File: src/hdl/aslk_pkg.sv
// Shared types and codes for the arming safety interlock.
package aslk_pkg;

  localparam logic [1:0] ACTION_TICK = 2'd0;
  localparam logic [1:0] ACTION_HB   = 2'd1;
  localparam logic [1:0] ACTION_CMD  = 2'd2;

  localparam logic [1:0] KIND_NONE = 2'd0;
  localparam logic [1:0] KIND_TICK = 2'd1;
  localparam logic [1:0] KIND_HB   = 2'd2;
  localparam logic [1:0] KIND_CMD  = 2'd3;

  localparam logic [2:0] CMD_ARM         = 3'd0;
  localparam logic [2:0] CMD_DISARM      = 3'd1;
  localparam logic [2:0] CMD_START       = 3'd2;
  localparam logic [2:0] CMD_STOP        = 3'd3;
  localparam logic [2:0] CMD_ESTOP       = 3'd4;
  localparam logic [2:0] CMD_CLEAR_ESTOP = 3'd5;

  localparam logic [1:0] MODE_DISARMED = 2'd0;
  localparam logic [1:0] MODE_ARMED    = 2'd1;
  localparam logic [1:0] MODE_RUNNING  = 2'd2;
  localparam logic [1:0] MODE_ESTOP    = 2'd3;

  localparam logic [1:0] CAUSE_NONE      = 2'd0;
  localparam logic [1:0] CAUSE_STOP      = 2'd1;
  localparam logic [1:0] CAUSE_ESTOP     = 2'd2;
  localparam logic [1:0] CAUSE_HEARTBEAT = 2'd3;

  localparam logic [2:0] REASON_NONE          = 3'd0;
  localparam logic [2:0] REASON_NOT_IN_ESTOP  = 3'd1;
  localparam logic [2:0] REASON_IN_ESTOP      = 3'd2;
  localparam logic [2:0] REASON_ARM_REFUSED   = 3'd3;
  localparam logic [2:0] REASON_START_REFUSED = 3'd4;
  localparam logic [2:0] REASON_UNKNOWN       = 3'd5;
  localparam logic [2:0] REASON_MISMATCH      = 3'd6;

  localparam logic        DISP_APPLIED   = 1'b0;
  localparam logic [15:0] TIMEOUT_RESET  = 16'd1000;

  typedef struct packed {
    logic [1:0]  kind;
    logic [31:0] now_ms;
    logic [2:0]  cmd_type;
    logic        mismatch;
    logic [31:0] command_id;
  } entry_t;

  typedef struct packed {
    logic        ack_valid;
    logic [31:0] ack_command_id;
    logic [2:0]  ack_command_type;
    logic        ack_disposition;
    logic [2:0]  ack_reason;
    logic [1:0]  safety_state;
    logic [1:0]  halt_cause;
    logic        running;
    logic        heartbeat_fresh;
    logic [31:0] heartbeat_age_ms;
    logic        failsafe_tripped;
  } result_t;

endpackage

File: src/hdl/aslk_front.sv
// Front end: classify each incoming event into a queue entry.
module aslk_front (
  input  logic [1:0]       in_action,
  input  logic [31:0]      in_now_ms,
  input  logic [2:0]       in_frame_type,
  input  logic [2:0]       in_payload_type,
  input  logic             in_length_ok,
  input  logic [31:0]      in_command_id,
  output aslk_pkg::entry_t entry
);

  always_comb begin
    entry            = '0;
    entry.now_ms     = in_now_ms;
    entry.cmd_type   = in_frame_type;
    entry.command_id = in_command_id;
    entry.mismatch   = (in_payload_type != in_frame_type);
    case (in_action)
      aslk_pkg::ACTION_TICK: entry.kind = aslk_pkg::KIND_TICK;
      aslk_pkg::ACTION_HB: begin
        entry.kind = in_length_ok ? aslk_pkg::KIND_HB : aslk_pkg::KIND_NONE;
      end
      aslk_pkg::ACTION_CMD: begin
        entry.kind = (in_length_ok && (in_frame_type <= aslk_pkg::CMD_CLEAR_ESTOP)) ?
                     aslk_pkg::KIND_CMD : aslk_pkg::KIND_NONE;
      end
      default: entry.kind = aslk_pkg::KIND_NONE;
    endcase
  end

endmodule

File: src/hdl/aslk_queue.sv
// Short FIFO of classified events between front and back.
module aslk_queue #(
  parameter int DEPTH = 2
) (
  input  logic             clk,
  input  logic             rst_n,
  input  logic             push,
  input  aslk_pkg::entry_t push_data,
  output logic             full,
  input  logic             pop,
  output logic             not_empty,
  output aslk_pkg::entry_t head
);

  localparam int PW = (DEPTH > 1) ? $clog2(DEPTH) : 1;
  localparam int CW = $clog2(DEPTH + 1);
  localparam logic [PW-1:0] LAST = PW'(DEPTH - 1);
  localparam logic [CW-1:0] FULL_CNT = CW'(DEPTH);

  aslk_pkg::entry_t mem_r [DEPTH];
  logic [PW-1:0] wr_ptr_r, wr_ptr_nxt;
  logic [PW-1:0] rd_ptr_r, rd_ptr_nxt;
  logic [CW-1:0] cnt_r, cnt_nxt;
  logic          do_push, do_pop;

  assign full      = (cnt_r == FULL_CNT);
  assign not_empty = (cnt_r != '0);
  assign head      = mem_r[rd_ptr_r];
  assign do_push   = push && !full;
  assign do_pop    = pop && not_empty;

  always_comb begin
    wr_ptr_nxt = wr_ptr_r;
    rd_ptr_nxt = rd_ptr_r;
    cnt_nxt    = cnt_r;
    if (do_push) begin
      wr_ptr_nxt = (wr_ptr_r == LAST) ? '0 : wr_ptr_r + 1'b1;
    end
    if (do_pop) begin
      rd_ptr_nxt = (rd_ptr_r == LAST) ? '0 : rd_ptr_r + 1'b1;
    end
    if (do_push && !do_pop) begin
      cnt_nxt = cnt_r + 1'b1;
    end else if (do_pop && !do_push) begin
      cnt_nxt = cnt_r - 1'b1;
    end
  end

  always_ff @(posedge clk) begin
    if (!rst_n) begin
      wr_ptr_r <= '0;
      rd_ptr_r <= '0;
      cnt_r    <= '0;
    end else begin
      wr_ptr_r <= wr_ptr_nxt;
      rd_ptr_r <= rd_ptr_nxt;
      cnt_r    <= cnt_nxt;
    end
  end

  always_ff @(posedge clk) begin
    if (do_push) begin
      mem_r[wr_ptr_r] <= push_data;
    end
  end

endmodule

File: src/hdl/aslk_back.sv
// Back end: interlock state machine, heartbeat tracking and result register.
module aslk_back (
  input  logic              clk,
  input  logic              rst_n,
  input  logic              q_valid,
  input  aslk_pkg::entry_t  q_head,
  output logic              q_pop,
  input  logic [15:0]       timeout_ms,
  output logic              res_valid,
  input  logic              res_ready,
  output aslk_pkg::result_t res
);

  logic [1:0]  mode_r, mode_nxt;
  logic [1:0]  cause_r, cause_nxt;
  logic        seen_r, seen_nxt;
  logic [31:0] last_r, last_nxt;
  logic        ok_r, ok_nxt;
  logic [31:0] age_r, age_nxt;
  logic        latch_r, latch_nxt;
  logic        res_valid_r, res_valid_nxt;
  aslk_pkg::result_t res_r, res_nxt;
  logic [2:0]  reason;
  logic        ack;

  assign q_pop     = q_valid && (!res_valid_r || res_ready);
  assign res_valid = res_valid_r;
  assign res       = res_r;

  always_comb begin
    mode_nxt  = mode_r;
    cause_nxt = cause_r;
    seen_nxt  = seen_r;
    last_nxt  = last_r;
    ok_nxt    = ok_r;
    age_nxt   = age_r;
    latch_nxt = latch_r;
    reason    = aslk_pkg::REASON_NONE;
    ack       = 1'b0;
    case (q_head.kind)
      aslk_pkg::KIND_TICK: begin
        age_nxt = seen_r ? (q_head.now_ms - last_r) : '1;
        ok_nxt  = seen_r && (age_nxt <= {16'd0, timeout_ms});
        if ((mode_r == aslk_pkg::MODE_ARMED || mode_r == aslk_pkg::MODE_RUNNING) &&
            !ok_nxt && !latch_r) begin
          latch_nxt = 1'b1;
          mode_nxt  = aslk_pkg::MODE_DISARMED;
          cause_nxt = aslk_pkg::CAUSE_HEARTBEAT;
        end
      end
      aslk_pkg::KIND_HB: begin
        seen_nxt = 1'b1;
        last_nxt = q_head.now_ms;
      end
      aslk_pkg::KIND_CMD: begin
        ack = 1'b1;
        if (q_head.mismatch) begin
          reason = aslk_pkg::REASON_MISMATCH;
        end else begin
          case (q_head.cmd_type)
            aslk_pkg::CMD_STOP: begin
              mode_nxt  = aslk_pkg::MODE_DISARMED;
              cause_nxt = aslk_pkg::CAUSE_STOP;
            end
            aslk_pkg::CMD_ESTOP: begin
              mode_nxt  = aslk_pkg::MODE_ESTOP;
              cause_nxt = aslk_pkg::CAUSE_ESTOP;
            end
            aslk_pkg::CMD_CLEAR_ESTOP: begin
              if (mode_r != aslk_pkg::MODE_ESTOP) begin
                reason = aslk_pkg::REASON_NOT_IN_ESTOP;
              end else begin
                mode_nxt  = aslk_pkg::MODE_DISARMED;
                cause_nxt = aslk_pkg::CAUSE_NONE;
              end
            end
            aslk_pkg::CMD_DISARM: begin
              if (mode_r == aslk_pkg::MODE_ESTOP) begin
                reason = aslk_pkg::REASON_IN_ESTOP;
              end else begin
                mode_nxt  = aslk_pkg::MODE_DISARMED;
                cause_nxt = aslk_pkg::CAUSE_NONE;
              end
            end
            aslk_pkg::CMD_ARM: begin
              if (!(mode_r == aslk_pkg::MODE_DISARMED && ok_r)) begin
                reason = aslk_pkg::REASON_ARM_REFUSED;
              end else begin
                mode_nxt  = aslk_pkg::MODE_ARMED;
                cause_nxt = aslk_pkg::CAUSE_NONE;
              end
            end
            aslk_pkg::CMD_START: begin
              if (!(mode_r == aslk_pkg::MODE_ARMED && ok_r)) begin
                reason = aslk_pkg::REASON_START_REFUSED;
              end else begin
                mode_nxt  = aslk_pkg::MODE_RUNNING;
                cause_nxt = aslk_pkg::CAUSE_NONE;
              end
            end
            default: reason = aslk_pkg::REASON_UNKNOWN;
          endcase
        end
      end
      default: ;
    endcase
  end

  always_comb begin
    res_nxt                  = '0;
    res_nxt.ack_valid        = ack;
    res_nxt.ack_command_id   = ack ? q_head.command_id : '0;
    res_nxt.ack_command_type = ack ? q_head.cmd_type : '0;
    res_nxt.ack_disposition  = ack && (reason != aslk_pkg::REASON_NONE);
    res_nxt.ack_reason       = reason;
    res_nxt.safety_state     = mode_nxt;
    res_nxt.halt_cause       = cause_nxt;
    res_nxt.running          = (mode_nxt == aslk_pkg::MODE_RUNNING);
    res_nxt.heartbeat_fresh  = ok_nxt;
    res_nxt.heartbeat_age_ms = age_nxt;
    res_nxt.failsafe_tripped = latch_nxt;
    if (q_pop) begin
      res_valid_nxt = 1'b1;
    end else if (res_ready) begin
      res_valid_nxt = 1'b0;
    end else begin
      res_valid_nxt = res_valid_r;
    end
  end

  always_ff @(posedge clk) begin
    if (!rst_n) begin
      mode_r      <= aslk_pkg::MODE_DISARMED;
      cause_r     <= aslk_pkg::CAUSE_NONE;
      seen_r      <= 1'b0;
      last_r      <= '0;
      ok_r        <= 1'b0;
      age_r       <= '1;
      latch_r     <= 1'b0;
      res_valid_r <= 1'b0;
    end else begin
      res_valid_r <= res_valid_nxt;
      if (q_pop) begin
        mode_r  <= mode_nxt;
        cause_r <= cause_nxt;
        seen_r  <= seen_nxt;
        last_r  <= last_nxt;
        ok_r    <= ok_nxt;
        age_r   <= age_nxt;
        latch_r <= latch_nxt;
      end
    end
  end

  always_ff @(posedge clk) begin
    if (q_pop) begin
      res_r <= res_nxt;
    end
  end

endmodule

File: src/hdl/arming_safety_interlock.sv
// Top level of the arming safety interlock: front, event queue, back, config register.
//
//   channel | ports              | direction | transaction
//   --------+--------------------+-----------+-------------------------------
//   in      | in_valid/in_ready  | sink      | one event (tick, heartbeat, command)
//   out     | out_valid/out_ready| source    | one result per event
//   cfg     | cfg_valid/cfg_ready| sink      | heartbeat timeout write
//
// One event per cycle sustained while out_ready is high; an accepted event passes
// through the queue entry, then the state update that loads the result register.
// The state update in the back end is the loop that sets this rate.
// Reset is synchronous, active low: disarmed, no heartbeat, timeout 1000 ms.
// A stalled output holds the result register; the queue absorbs QUEUE_DEPTH
// further events before in_ready drops. cfg_ready is always high.
module arming_safety_interlock #(
  parameter int QUEUE_DEPTH = 2
) (
  input  logic        clk,
  input  logic        rst_n,
  input  logic        in_valid,
  output logic        in_ready,
  input  logic [1:0]  in_action,
  input  logic [31:0] in_now_ms,
  input  logic [2:0]  in_frame_type,
  input  logic [2:0]  in_payload_type,
  input  logic        in_length_ok,
  input  logic [31:0] in_command_id,
  output logic        out_valid,
  input  logic        out_ready,
  output logic        out_ack_valid,
  output logic [31:0] out_ack_command_id,
  output logic [2:0]  out_ack_command_type,
  output logic        out_ack_disposition,
  output logic [2:0]  out_ack_reason,
  output logic [1:0]  out_safety_state,
  output logic [1:0]  out_halt_cause,
  output logic        out_running,
  output logic        out_heartbeat_fresh,
  output logic [31:0] out_heartbeat_age_ms,
  output logic        out_failsafe_tripped,
  input  logic        cfg_valid,
  output logic        cfg_ready,
  input  logic [15:0] cfg_heartbeat_timeout_ms
);

  aslk_pkg::entry_t  fe_entry;
  aslk_pkg::entry_t  q_head;
  aslk_pkg::result_t res;
  logic              q_full, q_valid, q_pop;
  logic [15:0]       timeout_r;

  assign cfg_ready = 1'b1;
  assign in_ready  = !q_full;

  always_ff @(posedge clk) begin
    if (!rst_n) begin
      timeout_r <= aslk_pkg::TIMEOUT_RESET;
    end else if (cfg_valid) begin
      timeout_r <= cfg_heartbeat_timeout_ms;
    end
  end

  aslk_front u_front (
    .in_action       (in_action),
    .in_now_ms       (in_now_ms),
    .in_frame_type   (in_frame_type),
    .in_payload_type (in_payload_type),
    .in_length_ok    (in_length_ok),
    .in_command_id   (in_command_id),
    .entry           (fe_entry)
  );

  aslk_queue #(
    .DEPTH (QUEUE_DEPTH)
  ) u_queue (
    .clk       (clk),
    .rst_n     (rst_n),
    .push      (in_valid),
    .push_data (fe_entry),
    .full      (q_full),
    .pop       (q_pop),
    .not_empty (q_valid),
    .head      (q_head)
  );

  aslk_back u_back (
    .clk        (clk),
    .rst_n      (rst_n),
    .q_valid    (q_valid),
    .q_head     (q_head),
    .q_pop      (q_pop),
    .timeout_ms (timeout_r),
    .res_valid  (out_valid),
    .res_ready  (out_ready),
    .res        (res)
  );

  assign out_ack_valid        = res.ack_valid;
  assign out_ack_command_id   = res.ack_command_id;
  assign out_ack_command_type = res.ack_command_type;
  assign out_ack_disposition  = res.ack_disposition;
  assign out_ack_reason       = res.ack_reason;
  assign out_safety_state     = res.safety_state;
  assign out_halt_cause       = res.halt_cause;
  assign out_running          = res.running;
  assign out_heartbeat_fresh  = res.heartbeat_fresh;
  assign out_heartbeat_age_ms = res.heartbeat_age_ms;
  assign out_failsafe_tripped = res.failsafe_tripped;

  a_disp_matches_reason: assert property (@(posedge clk) disable iff (!rst_n)
    out_valid && out_ack_valid |->
      (out_ack_disposition == (out_ack_reason != aslk_pkg::REASON_NONE)))
    else $error("ack disposition disagrees with reason");

  a_no_ack_fields_zero: assert property (@(posedge clk) disable iff (!rst_n)
    out_valid && !out_ack_valid |->
      (out_ack_reason == aslk_pkg::REASON_NONE) && !out_ack_disposition &&
      (out_ack_command_id == '0))
    else $error("ack fields set without ack");

  a_running_flag: assert property (@(posedge clk) disable iff (!rst_n)
    out_valid |-> (out_running == (out_safety_state == aslk_pkg::MODE_RUNNING)))
    else $error("running flag disagrees with safety state");

  a_hb_cause_latched: assert property (@(posedge clk) disable iff (!rst_n)
    out_valid && (out_halt_cause == aslk_pkg::CAUSE_HEARTBEAT) |-> out_failsafe_tripped)
    else $error("heartbeat stop without failsafe latch");

  a_latch_sticky: assert property (@(posedge clk) disable iff (!rst_n)
    out_valid && out_ready && out_failsafe_tripped ##1 out_valid |-> out_failsafe_tripped)
    else $error("failsafe latch cleared");

endmodule

File: config.mk
export PLATFORM = sky130hd
export DESIGN_NAME = arming_safety_interlock
export DESIGN_NICKNAME = d
export VERILOG_FILES = /design/src/hdl/aslk_pkg.sv /design/src/hdl/aslk_front.sv /design/src/hdl/aslk_queue.sv /design/src/hdl/aslk_back.sv /design/src/hdl/arming_safety_interlock.sv
export SDC_FILE = /design/constraint.sdc
export NUM_CORES = 1
export LEC_CHECK = 0
export ABC_AREA = 1
export BUFFER_PORTS_ARGS = -buffer_cell sky130_fd_sc_hd__buf_2
export CORE_MARGIN = 10
export CORE_UTILIZATION = 58
export DETAILED_ROUTE_END_ITERATION = 8
export PLACE_DENSITY = 0.8
export SLEW_MARGIN = 10
export SYNTH_ARGS = -nofsm -noshare
export SYNTH_HDL_FRONTEND = slang
export SYNTH_SLANG_ARGS = --single-unit
File: constraint.sdc
create_clock -name clk -period 5.3 [get_ports clk]
set_input_delay 0.265 -clock clk [delete_from_list [all_inputs] [get_ports clk]]
set_output_delay 0.265 -clock clk [all_outputs]
set_load 0.03 [all_outputs]
# ---- Word-level counts from Yosys, hierarchy flattened
# Memory sizes are Yosys's and may differ from the RTL's. A register that Yosys moved wholly into a read port is not among the register bits.
# Index checks and enable logic that the tools add are counted.
dict set report word_totals {
  register_bits 171
  ramBits 140
  input_bits 94
  output_inout_bits 82
  word_cells 119
  memories 1
}
dict set report op_classes {
  n_addsub 5
  order_cmp 2
  eq_ne 17
  n_mux 42
  n_reduce_logical 29
}
# memory words word_bits read_ports rd_ports_with_merged_regs wr line_no
set mem_list {}
lappend mem_list {u_queue.mem_r 2 70 1 1 1 aslk_queue.sv:20} ;# aslk_pkg::entry_t mem_r [DEPTH];
# operator count
set ops {}
lappend ops {{$mux 32} 2}
lappend ops {{$mux 2} 18}
lappend ops {{$le 32x16->1} 1}
lappend ops {{$sub 32x32->32} 1}
lappend ops {{$pmux 2 s6} 2}
lappend ops {{$pmux 3 s5} 1}
lappend ops {{$eq 2x2->1 const B} 7}
lappend ops {{$mux 1} 13}
lappend ops {{$logic_and 1x1->1} 12}
lappend ops {{$mux 3} 3}
lappend ops {{$pmux 2 s2} 2}
lappend ops {{$eq 2x1->1 const B} 3}
lappend ops {{$eq 3x2->1 const B} 2}
lappend ops {{$eq 3x3->1 const B} 2}
lappend ops {{$logic_not 1->1} 6}
lappend ops {{$pmux 2 s3} 1}
lappend ops {{$reduce_bool 2->1} 3}
lappend ops {{$logic_not 2->1} 2}
lappend ops {{$eq 3x1->1 const B} 1}
lappend ops {{$le 3x3->1 const B} 1}
lappend ops {{$logic_not 3->1} 1}
lappend ops {{$ne 3x3->1} 1}
lappend ops {{$reduce_bool 3->1} 1}
lappend ops {{$add 1x1->1 const B} 2}
lappend ops {{other kinds (6)} 7}

# ---- Logic depth before layout (Yosys ltp)
# Gate-level depths: netlist (run 1).
dict set report depth {
  word_depth 10
  depth_mapped 34
  ltp_nobuf 32
}

# ---- Modules after synthesis
# From an unflattened synthesis (run 1), not the netlist that was laid out.
dict set report unflattened {
  hier_cells 1696
  area_unflattened_um2 16004.1
}
# mod instances cells_per_inst area_per_inst_um2
set modules_own_cells {}
lappend modules_own_cells {aslk_back 1 1261 9093.7}
lappend modules_own_cells {aslk_queue 1 255 5651.7}
lappend modules_own_cells {arming_safety_interlock 1 93 661.9}
lappend modules_own_cells {aslk_front 1 87 596.8}

# ---- Worst setup path before layout (run 1)
# No wires, ideal clock.
dict set report synth_timing {
  path_kind {register to register}
  start {register u_queue.cnt_r[0]}
  end {memory u_queue.mem_r[1][0] (netlist bit) (enable)}
  t_arrival_ps 3718
  required_ps 4800
  setup_slack_ps 1081
  stages_incl_launch_ff 5
  path_buffers 0
  period_less_slack_ps 4219
  cell_sequence {dfxtp_1 -> inv_1 -> nand2_1 -> nand2_1 -> nor2_1}
}
dict set report synth_via {
  elab_chain_len 5
}
# item line_no
set synth_lines {}
lappend synth_lines {{from (decl)} aslk_queue.sv:23} ;# logic [CW-1:0] cnt_r, cnt_nxt;
lappend synth_lines {{from (signal assigned)} aslk_queue.sv:57} ;# cnt_r <= cnt_nxt;
lappend synth_lines {{$eq 2x2->1} aslk_queue.sv:26} ;# assign full = (cnt_r == FULL_CNT);
lappend synth_lines {{$logic_not 1->1} n/a}
lappend synth_lines {{named net in_ready} arming_safety_interlock.sv:21} ;# output logic in_ready,
lappend synth_lines {{$logic_and 1x1->1} aslk_queue.sv:29} ;# assign do_push = push && !full;
lappend synth_lines {{$mux 1} aslk_queue.sv:62} ;# if (do_push) begin
lappend synth_lines {{$mux 1 (implied by the code)} aslk_queue.sv:63} ;# mem_r[wr_ptr_r] <= push_data;
lappend synth_lines {{to (decl)} aslk_queue.sv:20}
# The timed path passes the listed nets, and every way through them passes these cells.

==> results of run 1 <==
==> layout make-up <==
| class | instances | share of cell area |
|---|---|---|
| clock inverters | 23 | 0.0134 |
| diodes | 1 | 0.000141 |
| clock buffers | 34 | 0.0444 |
| well taps | 330 | 0.0233 |
| inverters | 244 | 0.0517 |
| multi-input cells | 1020 | 0.289 |
| flip-flops and latches | 312 | 0.476 |
| repair buffers | 268 | 0.101 |
==> cell usage in the layout (no fill, tap or decap), types with 60 or more instances in the layout <==
cell type / n
nor2_1: 75
inv_1: 235
dfxtp_1: 92
nand3_1: 60
nand2_1: 482
buf_2: 174
a21oi_1: 122
dlygate4sd3_1: 82
o21ai_0: 92
edfxtp_1: 219
==> metal layers <==
| metal | GRT usage | share of wire | wire length, um |
|---|---|---|---|
| met4 | 0.0386 | 0.015 | 519 |
| met1 | 0.287 | 0.44 | 15400 |
| met2 | 0.358 | 0.47 | 16600 |
| met5 | 0 | 0 | 0 |
| met3 | 0.0465 | 0.073 | 2560 |
==> registers in the layout, indices dropped and copies added (netlist names), 2 cells and up, named ones only <==
register	flops
u_back.res	79
u_queue.cnt_r	2
u_back.cause_r	2
u_queue.mem_r	140
u_back.mode_r	2
u_back.age_r	32
u_back.last_r	32
timeout_r	16
==> kinds of logic (layout without fill, tap and decap cells) <==
logic type / count (synthesis) / in the layout
multiplexers: 3 / 3
AND/OR/NAND/NOR: 687 / 687
buffers and inverters: 297 / 569
XOR/XNOR: 11 / 11
flip-flops: 312 / 312
other: 1 / 2
adder cells (fa/ha/maj): 54 / 54
AO/OA/AOI/OAI: 264 / 264
==> per-stage QoR <==
| stage | setup WS, ns | std cells | power [mW] | hold slack (ns) |
|---|---|---|---|---|
| 6_report | 1.15 | 2232 | 11.3 | 0.0230 |
| 5_1_grt | 0.690 | 2232 | 12.2 | 0.0184 |
| 3_3_place_gp | 1.30 | 2091 | 8.85 | 0.439 |
| 3_5_place_dp | 1.18 | 2091 | 8.98 | 0.451 |
| 2_1_floorplan | 1.08 | 1629 | 7.71 | 0.364 |
| 4_1_cts | 1.16 | 2230 | 11.2 | 0.00911 |
==> tightest hold or removal path, delay by kind of cell <==
family / cells / cell delay [ns]
compound gates: 2 / 0.21
buf+inv: 1 / 0.07
==> what timing repair did <==
action                                  4_1_cts  5_1_grt
resized for setup                             0        0
hold buffers                                 82        0
endpoints found under the hold margin       149        0
endpoints found under the setup margin        0        0
==> power breakdown <==
part	switching [mW]	total [mW]	internal, mW	leakage, nW
clock	0.932	2.20	1.27	0.499
combinational	3.73	5.30	1.57	4.58
sequential	0.220	3.75	3.53	2.83
total	4.88	11.3	6.37	7.90
==> final timing paths <==
check                                    from                end  slack, ns  depth (start not counted)
setup / recovery                     register     u_back.res[34]       1.15                         27
hold / removal    cfg_heartbeat_timeout_ms[2]       timeout_r[2]       0.02                          3
setup reg to reg                     register     u_back.res[34]       1.15                         27
hold reg to reg             u_back.last_r[30]  u_back.last_r[30]       0.46                          2
==> key figures, run 1 <==
Run status
  – Status: complete, no violations

Synth
  – Synth Flop Type: edfxtp_1
  – Synth unique cells: 45
  – Post-synth EDFFs: 219
  – Sequential share of the synthesized area: 0.575
  – Mux contribution to synthesized area: 0.00205
  – Synth Warn #: 0
  – Xor/xnor share of the synthesized area: 0.00656
  – FF+latch count, synth: 312
  – Syn Nets: 1777
  – Area leader, netlist: edfxtp_1
  – Post-Syn Instances: 1629
  – Synth Area in Simple Gates: 0.194
  – Largest family of logic cells by synthesized area: simple AND/OR/NAND/NOR gates
  – Adder-Cell Fraction of Synth Area: 0.0465
  – Commonest cells in the netlist: nand2_1 (482), inv_1 (235), edfxtp_1 (219)
  – Synth area leaders: edfxtp_1 (45%), dfxtp_1 (13%), nand2_1 (12%)
  – Cell Area, Synth: 14700 um^2
  – Most numerous cell in the Yosys netlist: nand2_1
  – Top-area cell type share of the netlist area: 0.448
  – Ys async rst share: 0
  – Mean post-synth cell area: 9.01 um^2
  – Compound-cell area share of the yosys netlist: 0.0977

Die
  – Die Height: 179 um
  – Core area: 25000 um^2
  – Overall die width: 179 um
  – I/O pin count: 176
  – Die area: 32100 um^2
  – Initial core utilization: 0.586
  – Rows: 58

Drt
  – Drt wl/cell: 15.7 um
  – WL final: 35000 um
  – DRC violations left: 0
  – DR pass1 iterations: 5
  – ANT nets after route: 0
  – Initial DRC Count: 847
  – Routed vias: 11600
  – Vias/cell: 5.18

GRT
  – First-pass GRT wire length: 56500 um
  – Overall Global Routing Usage: 0.215
  – Largest net degree at the start of global routing: 79
  – GRT overflow: 0
  – Vias in the first global route: 11300
  – Initial antenna violation count: 1

Power
  – Max rail drop VDD: 0.377 mV
  – Leak: 7.90 nW
  – Power Density: 635 nW/um^2

Hold path
  – Hold Crit Class: input pin to register

Clock network
  – Worst-path clk slew: 0.06 ns
  – CTS H-tree depth: 1
  – CTS root buf: clkbuf_16
  – Post-CTS Setup Inserts: 0
  – Clk_lat worst skew: 0.57 ns
  – Clock tree sinks: 312
  – CTS tree: done
  – Max Buffers Root-to-Sink: 3
  – CTS Buf Count: 31

STA
  – Final setup vio count: 0
  – Post-layout min period: 4.15 ns
  – Final Skew: 0.0157 ns
  – Worst-margin pin slew: 0.958 ns
  – Slew margin rel.: 0.360
  – Max-slew violation count: 0
  – Fmax: 241 MHz
  – RSZ-0062 raised after global routing: false
  – Final hold violation count: 0
  – Final period util: 0.784
  – Setup TNS: 0 ns

Critical path
  – Slowest CP cell: o21ai_0
  – CP max FO: 32
  – Most frequent CP cell: nand2_1
  – Critical Path RT: 5.61 ns
  – Startpoint types: register
  – Delay-heaviest family, CP: simple AND/OR/NAND/NOR gates
  – Buf/Inv on CP: 2
  – Critical path class: register to register
  – CP max stage delay: 0.39 ns
  – Nature of the critical path endpoint: register
  – Data arrival, critical path: 4.47 ns

Place
  – GPL Wtd Cong: 0.892
  – PortBufs: 174
  – DP HPWL: 23700 um
  – Post-DP Area: 15900 um^2

Layout
  – Final Cell Area: 17700 um^2
  – Final net count: 2025
  – FF+latch area: 8440 um^2
  – Layout cell share with drive strength beyond 1: 0.150
  – Multi-input logic area: 5130 um^2
  – Fill count: 1854
  – Core Util, Final: 0.708
  – Synthesis-to-layout area growth: 20.7%

Flow run
  – Max_cap viols: 0
(Power assumes the default switching activity.)
==> run 2, diff against run 1 <==
--- a/config.mk
+++ b/config.mk
@@ -8,9 +8,9 @@
 export ABC_AREA = 1
 export BUFFER_PORTS_ARGS = -buffer_cell sky130_fd_sc_hd__buf_2
 export CORE_MARGIN = 10
-export CORE_UTILIZATION = 58
+export CORE_UTILIZATION = 53
 export DETAILED_ROUTE_END_ITERATION = 8
-export PLACE_DENSITY = 0.8
+export PLACE_DENSITY = 0.77
 export SLEW_MARGIN = 10
 export SYNTH_ARGS = -nofsm -noshare
 export SYNTH_HDL_FRONTEND = slang
==> constraint.sdc (replaced) <==
create_clock -name clk -period 3.5 [get_ports clk]
set_input_delay 0.175 -clock clk [delete_from_list [all_inputs] [get_ports clk]]
set_output_delay 0.175 -clock clk [all_outputs]
set_load 0.03 [all_outputs]
==> run 2 against run 1 <==
  * Largest cell class unchanged
  * Worst hold slack improved by 0.011 ns
  * Clock skew rose by 0.0014 ns
  * Register-to-register slack got worse by 1.3 ns
  * The flow now finishes with violations (negative setup slack)
  * Largest power group unchanged
  * Worst setup slack got worse by 1.3 ns
  * Global-route usage fell by 0.56 points
==> key figures, run 2 (same netlist as run 1, synthesis figures left out) <==
Layout
  – Most frequent cells in the layout: nand2_1 (451), inv_1 (230), edfxtp_1 (219), buf_2 (174), a21oi_1 (117)
  – Max reg flops: 140
  – Core Util, Final: 0.705
  – Finished Layout Cells: 2370
  – Fill count: 1986
  – Largest register by flop count: u_queue.mem_r
  – Antenna Cells: 0
  – Commonest non-fill, non-tap cell in the layout: nand2_1
  – Final net count: 2121
  – Synthesis-to-layout area growth: 30.2%
  – Final Cell Area: 19100 um^2
  – Layout cell share with drive strength beyond 1: 0.228

GRT
  – Largest net degree at the start of global routing: 151
  – Initial antenna violation count: 0
  – GRT overflow: 0
  – Overall Global Routing Usage: 0.210
  – First-pass GRT wire length: 61000 um
  – Vias in the first global route: 12000

STA
  – Worst-margin pin slew: 0.868 ns
  – Max-slew violation count: 0
  – Slew margin rel.: 0.421
  – Post-layout min period: 3.68 ns
  – Final setup margin: -0.176 ns
  – RSZ-0062 raised after global routing: true
  – Final period util: 1.05
  – Final setup vio count: 13
  – Setup TNS: -1.07 ns
  – Final Skew: 0.0172 ns
  – Fmax: 272 MHz
  – Final hold violation count: 0

Critical path
  – Delay-heaviest family, CP: simple AND/OR/NAND/NOR gates
  – Critical Path RT: 3.76 ns
  – Worst reg2reg setup slack: -0.18 ns
  – Startpoint types: register
  – Critical path endpoint: u_back.res[34]
  – CP max stage delay: 0.42 ns
  – CP max FO: 3
  – Critical path class: register to register
  – Nature of the critical path endpoint: register
  – Reg-to-reg critical path endpoint: u_back.res[34]
  – Most frequent CP cell: nand2_2
  – Buf/Inv on CP: 2
  – Slowest CP cell: fa_2
  – FF-to-FF path depth: 25
  – WP depth: 25
  – Data arrival, critical path: 3.94 ns

Clock network
  – CTS tree: done
  – CTS Buf Count: 34
  – Worst-path clk slew: 0.06 ns
  – CTS root buf: clkbuf_16
  – Clk_lat worst skew: 0.52 ns
  – CTS H-tree depth: 2
  – Clock tree sinks: 312
  – Max Buffers Root-to-Sink: 3

Die
  – Die area: 34800 um^2
  – I/O pin count: 176
  – Die Height: 186 um
  – Initial core utilization: 0.542
  – Rows: 60
  – Overall die width: 186 um
  – Core area: 27100 um^2

Drt
  – WL final: 37600 um
  – Routed vias: 12100
  – Vias/cell: 5.10
  – DR pass1 iterations: 5
  – ANT nets after route: 0
  – Initial DRC Count: 896
  – Drt wl/cell: 15.9 um
  – DRC violations left: 0

Flow run
  – Max_cap viols: 0

Power
  – Max rail drop VDD: 0.749 mV
  – Overall power: 19.0 mW
  – Power Density: 996 nW/um^2
  – Leak: 8.44 nW

Place
  – PortBufs: 174
  – Post-DP Area: 16800 um^2
  – Placed cells: 2208
  – DP HPWL: 25100 um
  – GPL Wtd Cong: 0.908

Run status
  – Status: finished, violations left
  – Failing checks: negative setup slack

Hold path
  – Hold Crit Class: input pin to register
==> run 2: cell types whose count changed in the layout (fill, tap and decap cells not counted), moves of 7 or more <==
cell,before,now
ha_4,0,19
ha_1,53,32
nand3_1,60,51
clkbuf_1,3,10
buf_4,11,93
dlygate4sd3_1,82,89
nand2_2,9,38
nand2_1,482,451
==> run 2: power by group <==
group          switching [mW]  leakage [nW]  internal [mW]
clock network            1.48         0.537           2.05
registers               0.353          2.83           5.35
logic                    6.25          5.08           3.56
total                    8.09          8.44           11.0
==> run 2: worst min-delay path by stage <==
stage                             startpoint                    to  slack, ns  cells past startpoint
after floorplan             in_command_id[0]   u_queue.mem_r[0][0]       0.27                      0
after global placement         in_now_ms[27]  u_queue.mem_r[0][63]       0.36                      1
after detailed placement        in_now_ms[8]  u_queue.mem_r[1][44]       0.37                      1
after CTS                 in_payload_type[0]  u_queue.mem_r[0][32]      0.002                      3
after global routing               cfg_valid          timeout_r[7]       0.04                      2
final                           in_length_ok  u_queue.mem_r[1][69]       0.03                      3
==> run 2: metal layers <==
metal / track usage / wire [um] / up-vias
met3: 0.0482 / 2940 / 53
met1: 0.274 / 16300 / 5581
met4: 0.0478 / 698 / 0
met2: 0.346 / 17700 / 416
li1: - / - / 6034
met5: 0 / 0 / -
==> run 2: per-stage QoR <==
stage               hold WS (ns)  setup WS, ns
detailed placement         0.366        -0.280
global placement           0.362        -0.165
floorplan                  0.274      -0.00942
global route              0.0415        -0.408
CTS                      0.00175        -0.117
finish                    0.0342        -0.176
==> run 2: final cells by class <==
type                       instances  area [um^2]  area share
tap                              372          465      0.0244
timing repair buffer             361         2550       0.133
clock buffer                      49          980      0.0513
clock inverter                    12          119     0.00622
sequential                       312         8440       0.442
multi-input combinational       1020         5630       0.295
inverter                         244          926      0.0484
==> run 2: tightest hold or removal path, stage by stage <==
cell,delay [ns]
buf_2,0.09
nand3_1,0.07
o31ai_1,0.10
==> run 2: what timing repair did <==
action	in CTS	in global routing
hold buffers	88	1
setup endpoints to repair	13	13
pin swaps	19	20
hold endpoints to repair	154	1
buffers inserted	8	4
gates cloned	0	0
gates resized for setup	40	28
